$ cat config.mk
export PLATFORM = sky130hd
export DESIGN_NAME = length_framed_crc_deframer_core
export DESIGN_NICKNAME = d
export VERILOG_FILES = /design/src/design/lfcd_pkg.sv /design/src/design/lfcd_front.sv /design/src/design/lfcd_fifo.sv /design/src/design/lfcd_back.sv /design/src/design/length_framed_crc_deframer_core.sv
export SDC_FILE = /design/constraint.sdc
export NUM_CORES = 1
export LEC_CHECK = 0
export BUFFER_PORTS_ARGS = -buffer_cell sky130_fd_sc_hd__buf_2
export CORE_MARGIN = 8
export CORE_UTILIZATION = 45
export CTS_CLUSTER_DIAMETER = 120
export DETAILED_ROUTE_END_ITERATION = 12
export PLACE_DENSITY = 0.66
export SLEW_MARGIN = 5
export SYNTH_ARGS = -nofsm -noshare
export SYNTH_HDL_FRONTEND = slang
export SYNTH_SLANG_ARGS = --single-unit
$ cat constraint.sdc
create_clock -name clk -period 3.7 [get_ports clk]
set_input_delay 0.74 -clock clk [delete_from_list [all_inputs] [get_ports clk]]
set_output_delay 0.74 -clock clk [all_outputs]
set_load 0.05 [all_outputs]
$ cat src/design/lfcd_pkg.sv
// Shared constants, types and CRC function for the length-framed CRC deframer.
package lfcd_pkg;

    localparam int unsigned MAX_FRAME   = 80;
    localparam int unsigned MIN_FRAME   = 5;
    localparam int unsigned IDX_W       = 7;
    localparam int unsigned LEN_IDX     = 2;
    localparam logic [7:0]  SYNC_RESET  = 8'hA6;
    localparam logic [15:0] CRC_POLY    = 16'h1021;
    localparam int unsigned CRC_TOP_BIT = 15;
    localparam int unsigned FIFO_DEPTH  = 4;
    localparam int unsigned FIFO_AW     = 2;

    typedef enum logic [1:0] {
        ST_MID   = 2'd0,
        ST_GOOD  = 2'd1,
        ST_BAD   = 2'd2,
        ST_ABORT = 2'd3
    } status_t;

    typedef struct packed {
        logic [7:0]       frame_byte;
        logic [IDX_W-1:0] byte_index;
        status_t          status;
    } result_t;

    typedef struct packed {
        logic full;
        logic empty;
    } fifo_status_t;

    // CRC-16/XMODEM update over one byte, MSB first
    function automatic logic [15:0] crc_byte(input logic [15:0] crc, input logic [7:0] b);
        logic [15:0] c;
        c = crc ^ {b, 8'h00};
        for (int k = 0; k < 8; k++) begin
            if (c[CRC_TOP_BIT])
                c = {c[14:0], 1'b0} ^ CRC_POLY;
            else
                c = {c[14:0], 1'b0};
        end
        return c;
    endfunction

endpackage

$ cat src/design/lfcd_front.sv
// Front end: sync hunt, byte counting, length check and running CRC.
module lfcd_front
    import lfcd_pkg::*;
(
    input  logic         clk,
    input  logic         rst_n,
    input  logic         cfg_wr_en,
    input  logic [7:0]   cfg_wr_data,
    input  logic         in_valid,
    output logic         in_stall,
    input  logic [7:0]   rx_byte,
    input  fifo_status_t fifo_st,
    output logic         push,
    output result_t      push_data
);

    logic [7:0]       sync_byte_reg, sync_byte_next;
    logic             in_frame_reg, in_frame_next;
    logic [IDX_W-1:0] byte_count_reg, byte_count_next;
    logic [IDX_W-1:0] frame_length_reg, frame_length_next;
    logic [15:0]      crc_reg, crc_next;

    logic             accept;
    logic             emit;
    status_t          st;
    logic [IDX_W-1:0] idx;
    logic [IDX_W-1:0] len_new;
    logic [IDX_W:0]   idx_inc;
    logic [15:0]      crc_upd;
    logic [15:0]      crc_sync;
    logic             len_bad;
    logic             at_len;

    assign in_stall = fifo_st.full;
    assign accept   = in_valid && !fifo_st.full;

    assign at_len   = (byte_count_reg == IDX_W'(LEN_IDX));
    assign len_new  = at_len ? rx_byte[IDX_W-1:0] : frame_length_reg;
    assign idx_inc  = {1'b0, byte_count_reg} + (IDX_W+1)'(1);
    assign crc_upd  = crc_byte(crc_reg, rx_byte);
    assign crc_sync = crc_byte(16'h0000, rx_byte);
    assign len_bad  = (rx_byte < 8'(MIN_FRAME)) || (rx_byte > 8'(MAX_FRAME));

    always_comb
    begin
        sync_byte_next    = cfg_wr_en ? cfg_wr_data : sync_byte_reg;
        in_frame_next     = in_frame_reg;
        byte_count_next   = byte_count_reg;
        frame_length_next = frame_length_reg;
        crc_next          = crc_reg;
        emit              = 1'b0;
        st                = ST_MID;
        idx               = byte_count_reg;

        if (accept)
        begin
            if (!in_frame_reg)
            begin
                if (rx_byte == sync_byte_reg)
                begin
                    in_frame_next   = 1'b1;
                    byte_count_next = IDX_W'(1);
                    crc_next        = crc_sync;
                    emit            = 1'b1;
                    idx             = '0;
                end
            end
            else if (byte_count_reg >= IDX_W'(MAX_FRAME))
            begin
                // overlong guard: drop silently
                in_frame_next   = 1'b0;
                byte_count_next = '0;
            end
            else if (at_len && len_bad)
            begin
                in_frame_next   = 1'b0;
                byte_count_next = '0;
                crc_next        = '0;
                emit            = 1'b1;
                st              = ST_ABORT;
            end
            else
            begin
                frame_length_next = len_new;
                crc_next          = crc_upd;
                byte_count_next   = idx_inc[IDX_W-1:0];
                emit              = 1'b1;
                if ((byte_count_reg >= IDX_W'(LEN_IDX)) && (idx_inc >= {1'b0, len_new}))
                begin
                    st              = (crc_upd == 16'h0000) ? ST_GOOD : ST_BAD;
                    in_frame_next   = 1'b0;
                    byte_count_next = '0;
                end
            end
        end
    end

    assign push                 = emit;
    assign push_data.frame_byte = rx_byte;
    assign push_data.byte_index = idx;
    assign push_data.status     = st;

    always_ff @(posedge clk or negedge rst_n)
    begin
        if (!rst_n)
        begin
            sync_byte_reg    <= SYNC_RESET;
            in_frame_reg     <= 1'b0;
            byte_count_reg   <= '0;
            frame_length_reg <= '0;
            crc_reg          <= '0;
        end
        else
        begin
            sync_byte_reg    <= sync_byte_next;
            in_frame_reg     <= in_frame_next;
            byte_count_reg   <= byte_count_next;
            frame_length_reg <= frame_length_next;
            crc_reg          <= crc_next;
        end
    end

endmodule

$ cat src/design/lfcd_fifo.sv
// Short result queue between the front end and the output stage.
module lfcd_fifo
    import lfcd_pkg::*;
(
    input  logic         clk,
    input  logic         rst_n,
    input  logic         push,
    input  result_t      push_data,
    input  logic         pop,
    output result_t      rd_data,
    output fifo_status_t st
);

    result_t            mem_reg [FIFO_DEPTH];
    logic [FIFO_AW-1:0] wr_ptr_reg, wr_ptr_next;
    logic [FIFO_AW-1:0] rd_ptr_reg, rd_ptr_next;
    logic [FIFO_AW:0]   count_reg, count_next;
    logic               do_push;
    logic               do_pop;

    assign st.full  = (count_reg == (FIFO_AW+1)'(FIFO_DEPTH));
    assign st.empty = (count_reg == '0);
    assign do_push  = push && !st.full;
    assign do_pop   = pop && !st.empty;
    assign rd_data  = mem_reg[rd_ptr_reg];

    always_comb
    begin
        wr_ptr_next = do_push ? wr_ptr_reg + FIFO_AW'(1) : wr_ptr_reg;
        rd_ptr_next = do_pop ? rd_ptr_reg + FIFO_AW'(1) : rd_ptr_reg;
        count_next  = count_reg;
        if (do_push && !do_pop)
            count_next = count_reg + (FIFO_AW+1)'(1);
        else if (do_pop && !do_push)
            count_next = count_reg - (FIFO_AW+1)'(1);
    end

    always_ff @(posedge clk)
    begin
        if (do_push)
            mem_reg[wr_ptr_reg] <= push_data;
    end

    always_ff @(posedge clk or negedge rst_n)
    begin
        if (!rst_n)
        begin
            wr_ptr_reg <= '0;
            rd_ptr_reg <= '0;
            count_reg  <= '0;
        end
        else
        begin
            wr_ptr_reg <= wr_ptr_next;
            rd_ptr_reg <= rd_ptr_next;
            count_reg  <= count_next;
        end
    end

endmodule

$ cat src/design/lfcd_back.sv
// Output stage: moves queued results into the output register.
module lfcd_back
    import lfcd_pkg::*;
(
    input  logic         clk,
    input  logic         rst_n,
    input  fifo_status_t fifo_st,
    input  result_t      rd_data,
    output logic         pop,
    output logic         out_valid,
    input  logic         out_stall,
    output result_t      out_data
);

    logic    out_valid_reg, out_valid_next;
    result_t out_data_reg, out_data_next;
    logic    load;

    // refill when the register is empty or its transaction completes
    assign load = !fifo_st.empty && (!out_valid_reg || !out_stall);
    assign pop  = load;

    always_comb
    begin
        out_data_next  = load ? rd_data : out_data_reg;
        if (load)
            out_valid_next = 1'b1;
        else
            out_valid_next = out_valid_reg && out_stall;
    end

    always_ff @(posedge clk)
    begin
        out_data_reg <= out_data_next;
    end

    always_ff @(posedge clk or negedge rst_n)
    begin
        if (!rst_n)
            out_valid_reg <= 1'b0;
        else
            out_valid_reg <= out_valid_next;
    end

    assign out_valid = out_valid_reg;
    assign out_data  = out_data_reg;

endmodule

$ cat src/design/length_framed_crc_deframer_core.sv
// Top level of the length-framed CRC-16 deframer.
//
//   channel   direction  handshake             payload
//   input     in         in_valid / in_stall   rx_byte
//   output    out        out_valid / out_stall frame_byte, byte_index, status
//   config    in         cfg_wr_en             cfg_wr_data (sync byte)
//
// One byte is taken every cycle while in_stall is low; the front end does
// the CRC update and length compare in the cycle of acceptance and writes
// the result to a four-entry queue, from which it is moved into the output
// register. out_stall holds the output register; the queue then takes up to
// four more results before in_stall rises, and in_stall is high only while
// the queue is full. Reset clears framing state and sets the sync byte to
// 0xA6.
module length_framed_crc_deframer_core
    import lfcd_pkg::*;
(
    input  logic             clk,
    input  logic             rst_n,
    input  logic             cfg_wr_en,
    input  logic [7:0]       cfg_wr_data,
    input  logic             in_valid,
    output logic             in_stall,
    input  logic [7:0]       rx_byte,
    output logic             out_valid,
    input  logic             out_stall,
    output logic [7:0]       frame_byte,
    output logic [IDX_W-1:0] byte_index,
    output logic [1:0]       status
);

    fifo_status_t fifo_st;
    logic         push;
    logic         pop;
    result_t      push_data;
    result_t      rd_data;
    result_t      out_data;

    lfcd_front u_front (
        .clk         (clk),
        .rst_n       (rst_n),
        .cfg_wr_en   (cfg_wr_en),
        .cfg_wr_data (cfg_wr_data),
        .in_valid    (in_valid),
        .in_stall    (in_stall),
        .rx_byte     (rx_byte),
        .fifo_st     (fifo_st),
        .push        (push),
        .push_data   (push_data)
    );

    lfcd_fifo u_fifo (
        .clk       (clk),
        .rst_n     (rst_n),
        .push      (push),
        .push_data (push_data),
        .pop       (pop),
        .rd_data   (rd_data),
        .st        (fifo_st)
    );

    lfcd_back u_back (
        .clk       (clk),
        .rst_n     (rst_n),
        .fifo_st   (fifo_st),
        .rd_data   (rd_data),
        .pop       (pop),
        .out_valid (out_valid),
        .out_stall (out_stall),
        .out_data  (out_data)
    );

    assign frame_byte = out_data.frame_byte;
    assign byte_index = out_data.byte_index;
    assign status     = out_data.status;

    a_no_overflow: assert property (@(posedge clk) disable iff (!rst_n)
        !(push && fifo_st.full))
        else $error("result pushed into a full queue");

    a_abort_at_len: assert property (@(posedge clk) disable iff (!rst_n)
        (out_valid && (status == ST_ABORT)) |-> (byte_index == IDX_W'(LEN_IDX)))
        else $error("length abort reported away from the length byte");

    a_end_min_len: assert property (@(posedge clk) disable iff (!rst_n)
        (out_valid && ((status == ST_GOOD) || (status == ST_BAD)))
            |-> (byte_index >= IDX_W'(MIN_FRAME - 1)))
        else $error("frame end reported before minimum length");

    a_index_range: assert property (@(posedge clk) disable iff (!rst_n)
        out_valid |-> (byte_index < IDX_W'(MAX_FRAME)))
        else $error("byte index beyond maximum frame");

endmodule
# ---- After elaboration in Yosys (flattened, before gate mapping)
# Memory sizes are Yosys's and may differ from the RTL's. A register that Yosys moved wholly into a read port is not among the register bits.
# Cells that the tools add are included.
dict set report classes {
  bitwise 19
  n_addsub 5
  muxes 48
  reduce_logical 24
  n_eq_ne 4
  n_lt_le_gt_ge 5
}
# op n
set ops {}
lappend ops {{two-way mux 13 bit} 16}
lappend ops {{two-way mux 16 bit} 4}
lappend ops {{two-way mux 7 bit} 9}
lappend ops {{NOT 3 bit} 16}
lappend ops {{zero test 16 bit} 1}
lappend ops {{bitwise XOR 16 bit} 1}
lappend ops {{two-way mux 2 bit} 6}
lappend ops {{two-way mux 1 bit} 11}
lappend ops {{logical AND 1 bit} 9}
lappend ops {{adder 7 x 1 -> 8 bit, second input constant} 1}
lappend ops {{equality test 8 bit} 1}
lappend ops {{greater-or-equal comparator 8 x 7 -> 1 bit} 1}
lappend ops {{greater-than comparator 8 x 7 -> 1 bit, second input constant} 1}
lappend ops {{less-than comparator 8 x 3 -> 1 bit, second input constant} 1}
lappend ops {{equality test 7 x 2 -> 1 bit, second input constant} 1}
lappend ops {{greater-or-equal comparator 7 x 2 -> 1 bit, second input constant} 1}
lappend ops {{greater-or-equal comparator 7 bit, second input constant} 1}
lappend ops {{zero test 1 bit} 6}
lappend ops {{two-way mux 3 bit} 2}
lappend ops {{adder 2 x 1 -> 2 bit, second input constant} 2}
lappend ops {{AND reduction 4 bit} 1}
lappend ops {{nonzero test 2 bit} 2}
lappend ops {{adder 3 x 1 -> 3 bit, second input constant} 1}
lappend ops {{equality test 3 bit, second input constant} 1}
lappend ops {{other kinds (7)} 9}
dict set report word_totals {
  ramBits 68
  register_bits 47
  output_inout_bits 19
  n_memories 1
  wordCells 115
  inputBits 21
}
# name words width rd rd_ports_with_merged_regs write_ports line
set memory_table {}
lappend memory_table {u_fifo.mem_reg 4 17 1 1 1 lfcd_fifo.sv:14} ;# result_t mem_reg [FIFO_DEPTH];

# ---- Depth between registers and ports, before layout
dict set report depth {
  word_depth 24
  depth_mapped 12
  ltp_nobuf 11
}

# ---- Hierarchy
# Synthesis repeated with hierarchy kept, for this count alone.
dict set report hier_totals {
  hier_cells 443
  hier_area_um2 6174.7
}
# module area_per_inst_um2 cells_per_inst seq_area_each_um2 instances
set by_module_without_submodules {}
lappend by_module_without_submodules {lfcd_fifo 2925.3 125 2217.1 1}
lappend by_module_without_submodules {lfcd_front 2698.8 298 980.9 1}
lappend by_module_without_submodules {lfcd_back 550.5 20 535.5 1}

# ---- Worst setup path after synthesis
# OpenSTA, ideal clock, no wires.
dict set report synth_path {
  path_type {register to register}
  startpoint {reg u_fifo.count_reg[0]}
  endpoint {reg u_fifo.count_reg[1]}
  path_buffers 1
  period_less_slack_ns 3.431
  setup_ns 0.125
  path_slack_ns 0.269
  arrival_time_ns 3.306
  stages_incl_launch_ff 10
  t_required_ns 3.575
  path_cell_list {dfrtp_1 -> nor3b_1 -> nor2b_1 -> o21ai_0 -> nor2_2 -> buf_2 -> ha_1 -> inv_1 -> fa_1 -> mux2_2}
}
dict set report synth_between {
  word_cells_on_any_way 18
  classes_between {add/sub (2); eq/ne (1); mux (3); reduce/logical (12)}
}
# element line
set synth_rtl {}
lappend synth_rtl {{start, declared} lfcd_fifo.sv:17} ;# logic [FIFO_AW:0] count_reg, count_next;
lappend synth_rtl {{start signal, assigned} lfcd_fifo.sv:56} ;# count_reg <= count_next;
lappend synth_rtl {{equality test 3 bit *} lfcd_fifo.sv:21} ;# assign st.full = (count_reg == (FIFO_AW+1)'(FIFO_DEPTH));
lappend synth_rtl {{via in_stall} length_framed_crc_deframer_core.sv:23} ;# output logic in_stall,
lappend synth_rtl {{zero test 1 bit *} {lfcd_front.sv:35, lfcd_fifo.sv:23}}
lappend synth_rtl {{logical AND 1 bit} lfcd_front.sv:35} ;# assign accept = in_valid && !fifo_st.full;
lappend synth_rtl {{two-way mux 1 bit} lfcd_front.sv:55} ;# if (accept)
lappend synth_rtl {{logical AND 1 bit *} lfcd_fifo.sv:23} ;# assign do_push = push && !st.full;
lappend synth_rtl {{via u_fifo.do_push} lfcd_fifo.sv:18} ;# logic do_push;
lappend synth_rtl {{logical AND 1 bit *} lfcd_fifo.sv:32} ;# if (do_push && !do_pop)
lappend synth_rtl {{two-way mux 3 bit *} lfcd_fifo.sv:32}
lappend synth_rtl {{via u_fifo.count_next[1]} lfcd_fifo.sv:17}
# The timed path passes the listed nets; every way through them passes the cells marked *. The select of a mux whose other input is x is not followed.
# A chain may end at the register's enable or synchronous reset.

# ---- Worst setup path in the final report
dict set report layout_path {
  startpoint {reg u_front.byte_count_reg[4]}
  endpoint {reg u_front.byte_count_reg[0]}
}
dict set report layout_between {
  elab_chain_len 8
  word_cells_on_any_way 12
  classes_between {add/sub (1); order compare (3); eq/ne (1); mux (5); reduce/logical (2)}
}
# element line
set layout_rtl {}
lappend layout_rtl {{start, declared} lfcd_front.sv:19} ;# logic [IDX_W-1:0] byte_count_reg, byte_count_next;
lappend layout_rtl {{start signal, assigned} lfcd_front.sv:117} ;# byte_count_reg <= byte_count_next;
lappend layout_rtl {{equality test 7 x 2 -> 1 bit} lfcd_front.sv:37} ;# assign at_len = (byte_count_reg == IDX_W'(LEN_IDX));
lappend layout_rtl {{two-way mux 7 bit} lfcd_front.sv:38} ;# assign len_new = at_len ? rx_byte[IDX_W-1:0] : frame_length_reg;
lappend layout_rtl {{via u_front.len_new[0]} lfcd_front.sv:27} ;# logic [IDX_W-1:0] len_new;
lappend layout_rtl {{greater-or-equal comparator 8 x 7 -> 1 bit} lfcd_front.sv:88} ;# if ((byte_count_reg >= IDX_W'(LEN_IDX)) && (idx_inc >= {1'b0, len_new}))
lappend layout_rtl {{logical AND 1 bit} lfcd_front.sv:88}
lappend layout_rtl {{two-way mux 7 bit} lfcd_front.sv:88}
lappend layout_rtl {{two-way mux 7 bit} lfcd_front.sv:74} ;# else if (at_len && len_bad)
lappend layout_rtl {{two-way mux 7 bit} lfcd_front.sv:68} ;# else if (byte_count_reg >= IDX_W'(MAX_FRAME))
lappend layout_rtl {{two-way mux 7 bit} lfcd_front.sv:57} ;# if (!in_frame_reg)
# The timed path passes the listed nets, and every way through them passes these cells.

==> impl_summary.log <==
[metrics] cell area after synthesis: about 6000 µm²
[metrics] vias in the first global route: 3635
[metrics] number of instances in the synthesized netlist: about 430
[metrics] Synth top cells by count: edfxtp_1, dfrtp_1, xnor2_1, nand2_1, a21oi_1
[metrics] Core Footprint: 13140 µm²
[metrics] maximum clock skew at final layout: 0.01135 ns
[metrics] die span in y: 131.6 µm
[metrics] RSZ-0062 raised after global routing: false
[metrics] Post-CTS Hold Buffers: 0
[metrics] FF+latch count, synth: 132
[metrics] count of input and output buffers: 39
[metrics] Yosys warnings: 0
[metrics] cell with the most instances after synthesis: edfxtp_1
[metrics] top-level port count: 40
[metrics] final routed wirelength across all metal layers: 12.07 mm
[metrics] maximum frequency from static timing analysis: between 0.3 and 0.4 GHz
[metrics] signal arrival time at the worst endpoint: 3.47 ns
[metrics] number of fill cells in the layout: 1082
[metrics] master of the slowest instance on the critical path: dfrtp_1
[metrics] type of the most critical hold path: reg -> reg
[metrics] cell accounting for the most synthesized area: edfxtp_1
[metrics] count of maximum capacitance violations: 0
[metrics] Post-Syn Area per Cell: 14.05 µm²
[metrics] critical path capture point: u_front.byte_count_reg[0]
[metrics] DR vias: 3540
[metrics] Post-Place Cells: 629
[metrics] maximum number of pins on one net before global-route repair: 48
[metrics] effective utilization at floorplan: 45.78%
[metrics] diodes inserted: 0
[metrics] Critical Path End Type: register
[metrics] clock sinks: 132
[metrics] minimum clock period: 3.123 ns
[metrics] Startpoint Class: register
[metrics] Synth cell types: 50
[metrics] DR pass1 iterations: 4
[metrics] power density relative to cell area: 835.2 nW/µm²
[metrics] Reg-to-Reg End: u_front.byte_count_reg[0]
[metrics] flop2flop setup slack: around 0.58 ns
[metrics] start-to-end type of the worst setup path: reg -> reg
[metrics] fraction of final layout cells with drive strength greater than 1: 24.54%
[metrics] total die area: 17320 µm²
[metrics] worst hold slack: 0.4887 ns
[metrics] number of placement rows: 42
[metrics] Residual DRC: 0
[metrics] Setup TNS Final: 0 ns
[metrics] post-synth top area share: 42.44%
[metrics] Worst R2R Path Depth: 10
[metrics] number of max-slew violations in the final report: 0
[metrics] number of antenna violations at the first check in global routing: 0
[metrics] clock transition at the register clock pins on the worst setup and hold paths after CTS: 0.06 ns
[metrics] final period utilization: 84.41%
[metrics] CTS tree: yes
[metrics] crit path launch: u_front.byte_count_reg[4]
[metrics] number of nets in the layout: 508
[metrics] clock latency on the worst-skew pair: 0.42 ns
[metrics] CTS H-Tree Depth: 4
[metrics] largest fanout on the critical path: 9
[metrics] maximum buffer depth of the clock tree: 2
[metrics] buffer type at the clock tree root: clkbuf_16
[metrics] number of buffers added by the clock tree synthesis step: 17
[metrics] Worst path top cell family by delay: compound AO/OA/AOI/OAI gates
[metrics] total number of cells along the worst setup path: 10
[metrics] cells resized by post-CTS repair: 0
[metrics] share of synthesized registers carrying an async set or reset: 35.61%
[metrics] most frequently used flop master after synthesis: edfxtp_1
[metrics] ordered cell list for the critical path: nor3_1 > nand3_2 > mux2_2 > ha_1 > nand2b_1 > a2111oi_0 > o31a_1 > nor2_1 > o311a_1 > a21oi_2
[metrics] result of the run: finished, final reports clean
[metrics] synthesis-to-finish area growth: 15.64%
[metrics] routed length per placed instance: 18.25 µm
[metrics] hold violation count in the final report: 0
[metrics] most area-consuming cells after synthesis: edfxtp_1, dfrtp_1, mux4_2
[metrics] die boundary width: between 100 and 150 µm
[metrics] number of enable flip-flop cells after synthesis: 85
[metrics] number of flip-flops in the largest register: 68
[metrics] weighted congestion reported at the end of routability-driven placement: between 0.8 and 0.9
[metrics] number of non-filler instances in the completed layout: 661
[metrics] final setup fails: 0
[metrics] Synth Net Count: approximately 460
[metrics] hold depth: 2
[metrics] count of antenna-violating nets left after detailed routing: 0
[metrics] sequential fraction of the synthesis area: 62.08%
[metrics] number of buffers added for setup after CTS: 0
[metrics] ratio of routed vias to standard cells: about 5.4
[metrics] Post-Place Worst Slack: 0.4499 ns
[metrics] Final Worst Setup Slack: 0.5769 ns
[metrics] RR Startpoint: u_front.byte_count_reg[4]
[metrics] Slew headroom: 25.67%
[metrics] global route overflow: 0
[metrics] required time at the worst-slack endpoint: 4.05 ns
[metrics] total global-route track usage: 14.82%
[metrics] Worst-Margin Slew: 1.115 ns
[metrics] DP Wirelength: 7.652 mm
[metrics] maximum single-stage delay on the critical path: 0.46 ns
[metrics] drt initial violations: between 300 and 400
[metrics] global-route wire length before repair: 19.86 mm
[metrics] maximum vdd drop: 319.6 µV
[metrics] CP Buf/Inv Count: 0
[metrics] Static Leak: 0.002659 µW
==> metal layers <==
| layer | global-route usage [%] | share of wire (%) | up-vias |
|---|---|---|---|
| met5 | 0 | 0 | - |
| met4 | 5.552 | 1.3 | 0 |
| met3 | 5.259 | 6.9 | 11 |
| met2 | 23.82 | 48 | 108 |
| met1 | 18.01 | 44 | 1766 |
| li1 | - | - | 1655 |
==> cells in the final DEF, fill, tap and decap left out, types with 4 or more instances in the layout <==
| cell | instances |
|---|---|
| a21oi_1 | 23 |
| a31oi_1 | 4 |
| and2_1 | 12 |
| buf_2 | 39 |
| buf_4 | 8 |
| clkbuf_16 | 17 |
| clkinvlp_4 | 4 |
| dfrtp_1 | 43 |
| dfstp_2 | 4 |
| edfxtp_1 | 85 |
| ha_1 | 14 |
| inv_1 | 9 |
| inv_6 | 4 |
| mux2_2 | 12 |
| mux2i_1 | 5 |
| mux4_2 | 17 |
| nand2_1 | 26 |
| nand2b_1 | 12 |
| nand3_1 | 6 |
| nor2_1 | 22 |
| nor3_1 | 4 |
| nor4_1 | 6 |
| o21ai_0 | 15 |
| xnor2_1 | 29 |
| xor2_1 | 20 |
==> cell families after synthesis <==
group                    Yosys count  share of synthesized area [%]
buffers and inverters             31                          2.559
XOR/XNOR                          49                          7.135
AO/OA/AOI/OAI                     66                          6.927
multiplexers                      34                          9.445
adder cells (fa/ha/maj)           15                          3.245
AND/OR/NAND/NOR                  101                          8.613
flip-flops                       132                          62.08
==> per-stage QoR <==
step / util, % / power (µW) / cell area [µm²]
after global placement: 48.51 / 4138 / 6374
after global routing: 52.94 / 6147 / 6955
after detailed placement: 48.51 / 4178 / 6374
final: 52.94 / 5809 / 6955
after floorplan: - / 3733 / 6015
after CTS: 52.94 / 5864 / 6955
==> area by class of cell <==
class,instances,area (µm²),area share (%)
inverter,9,33.78,0.4857
tap,176,220.2,3.166
multi-input combinational,265,2131,30.63
clock inverter,14,152.6,2.195
clock buffer,18,429.2,6.170
timing repair buffer,47,255.2,3.670
sequential,132,3734,53.68
==> worst min path at each step <==
stage / slack [ns] / endpoint / from
floorplan: 0.44 / u_back.out_valid / rst_n
global placement: 0.46 / u_front.frame_length_reg[1] / u_front.frame_length_reg[1]
detailed placement: 0.47 / u_fifo.count_reg[2] / u_fifo.count_reg[2]
CTS: 0.49 / u_fifo.count_reg[2] / u_fifo.count_reg[2]
global route: 0.51 / u_front.frame_length_reg[1] / u_front.frame_length_reg[1]
finish: 0.49 / u_front.frame_length_reg[4] / u_front.frame_length_reg[4]
==> worst reg2reg max path, cell delays in order, from the launching register on <==
cell       delay [ns]
dfrtp_1          0.46
nor3_1           0.32
nand3_2          0.28
mux2_2           0.37
ha_1             0.26
nand2b_1         0.13
a2111oi_0        0.46
o31a_1           0.23
nor2_1           0.09
o311a_1          0.36
a21oi_2          0.10
==> report_power, final <==
part | switching [µW] | total [µW] | internal, µW
logic | 1140 | 1930 | 782
registers | 281 | 2230 | 1950
clock network | 655 | 1650 | 998
Note: power is estimated with default switching activity, not from simulation.
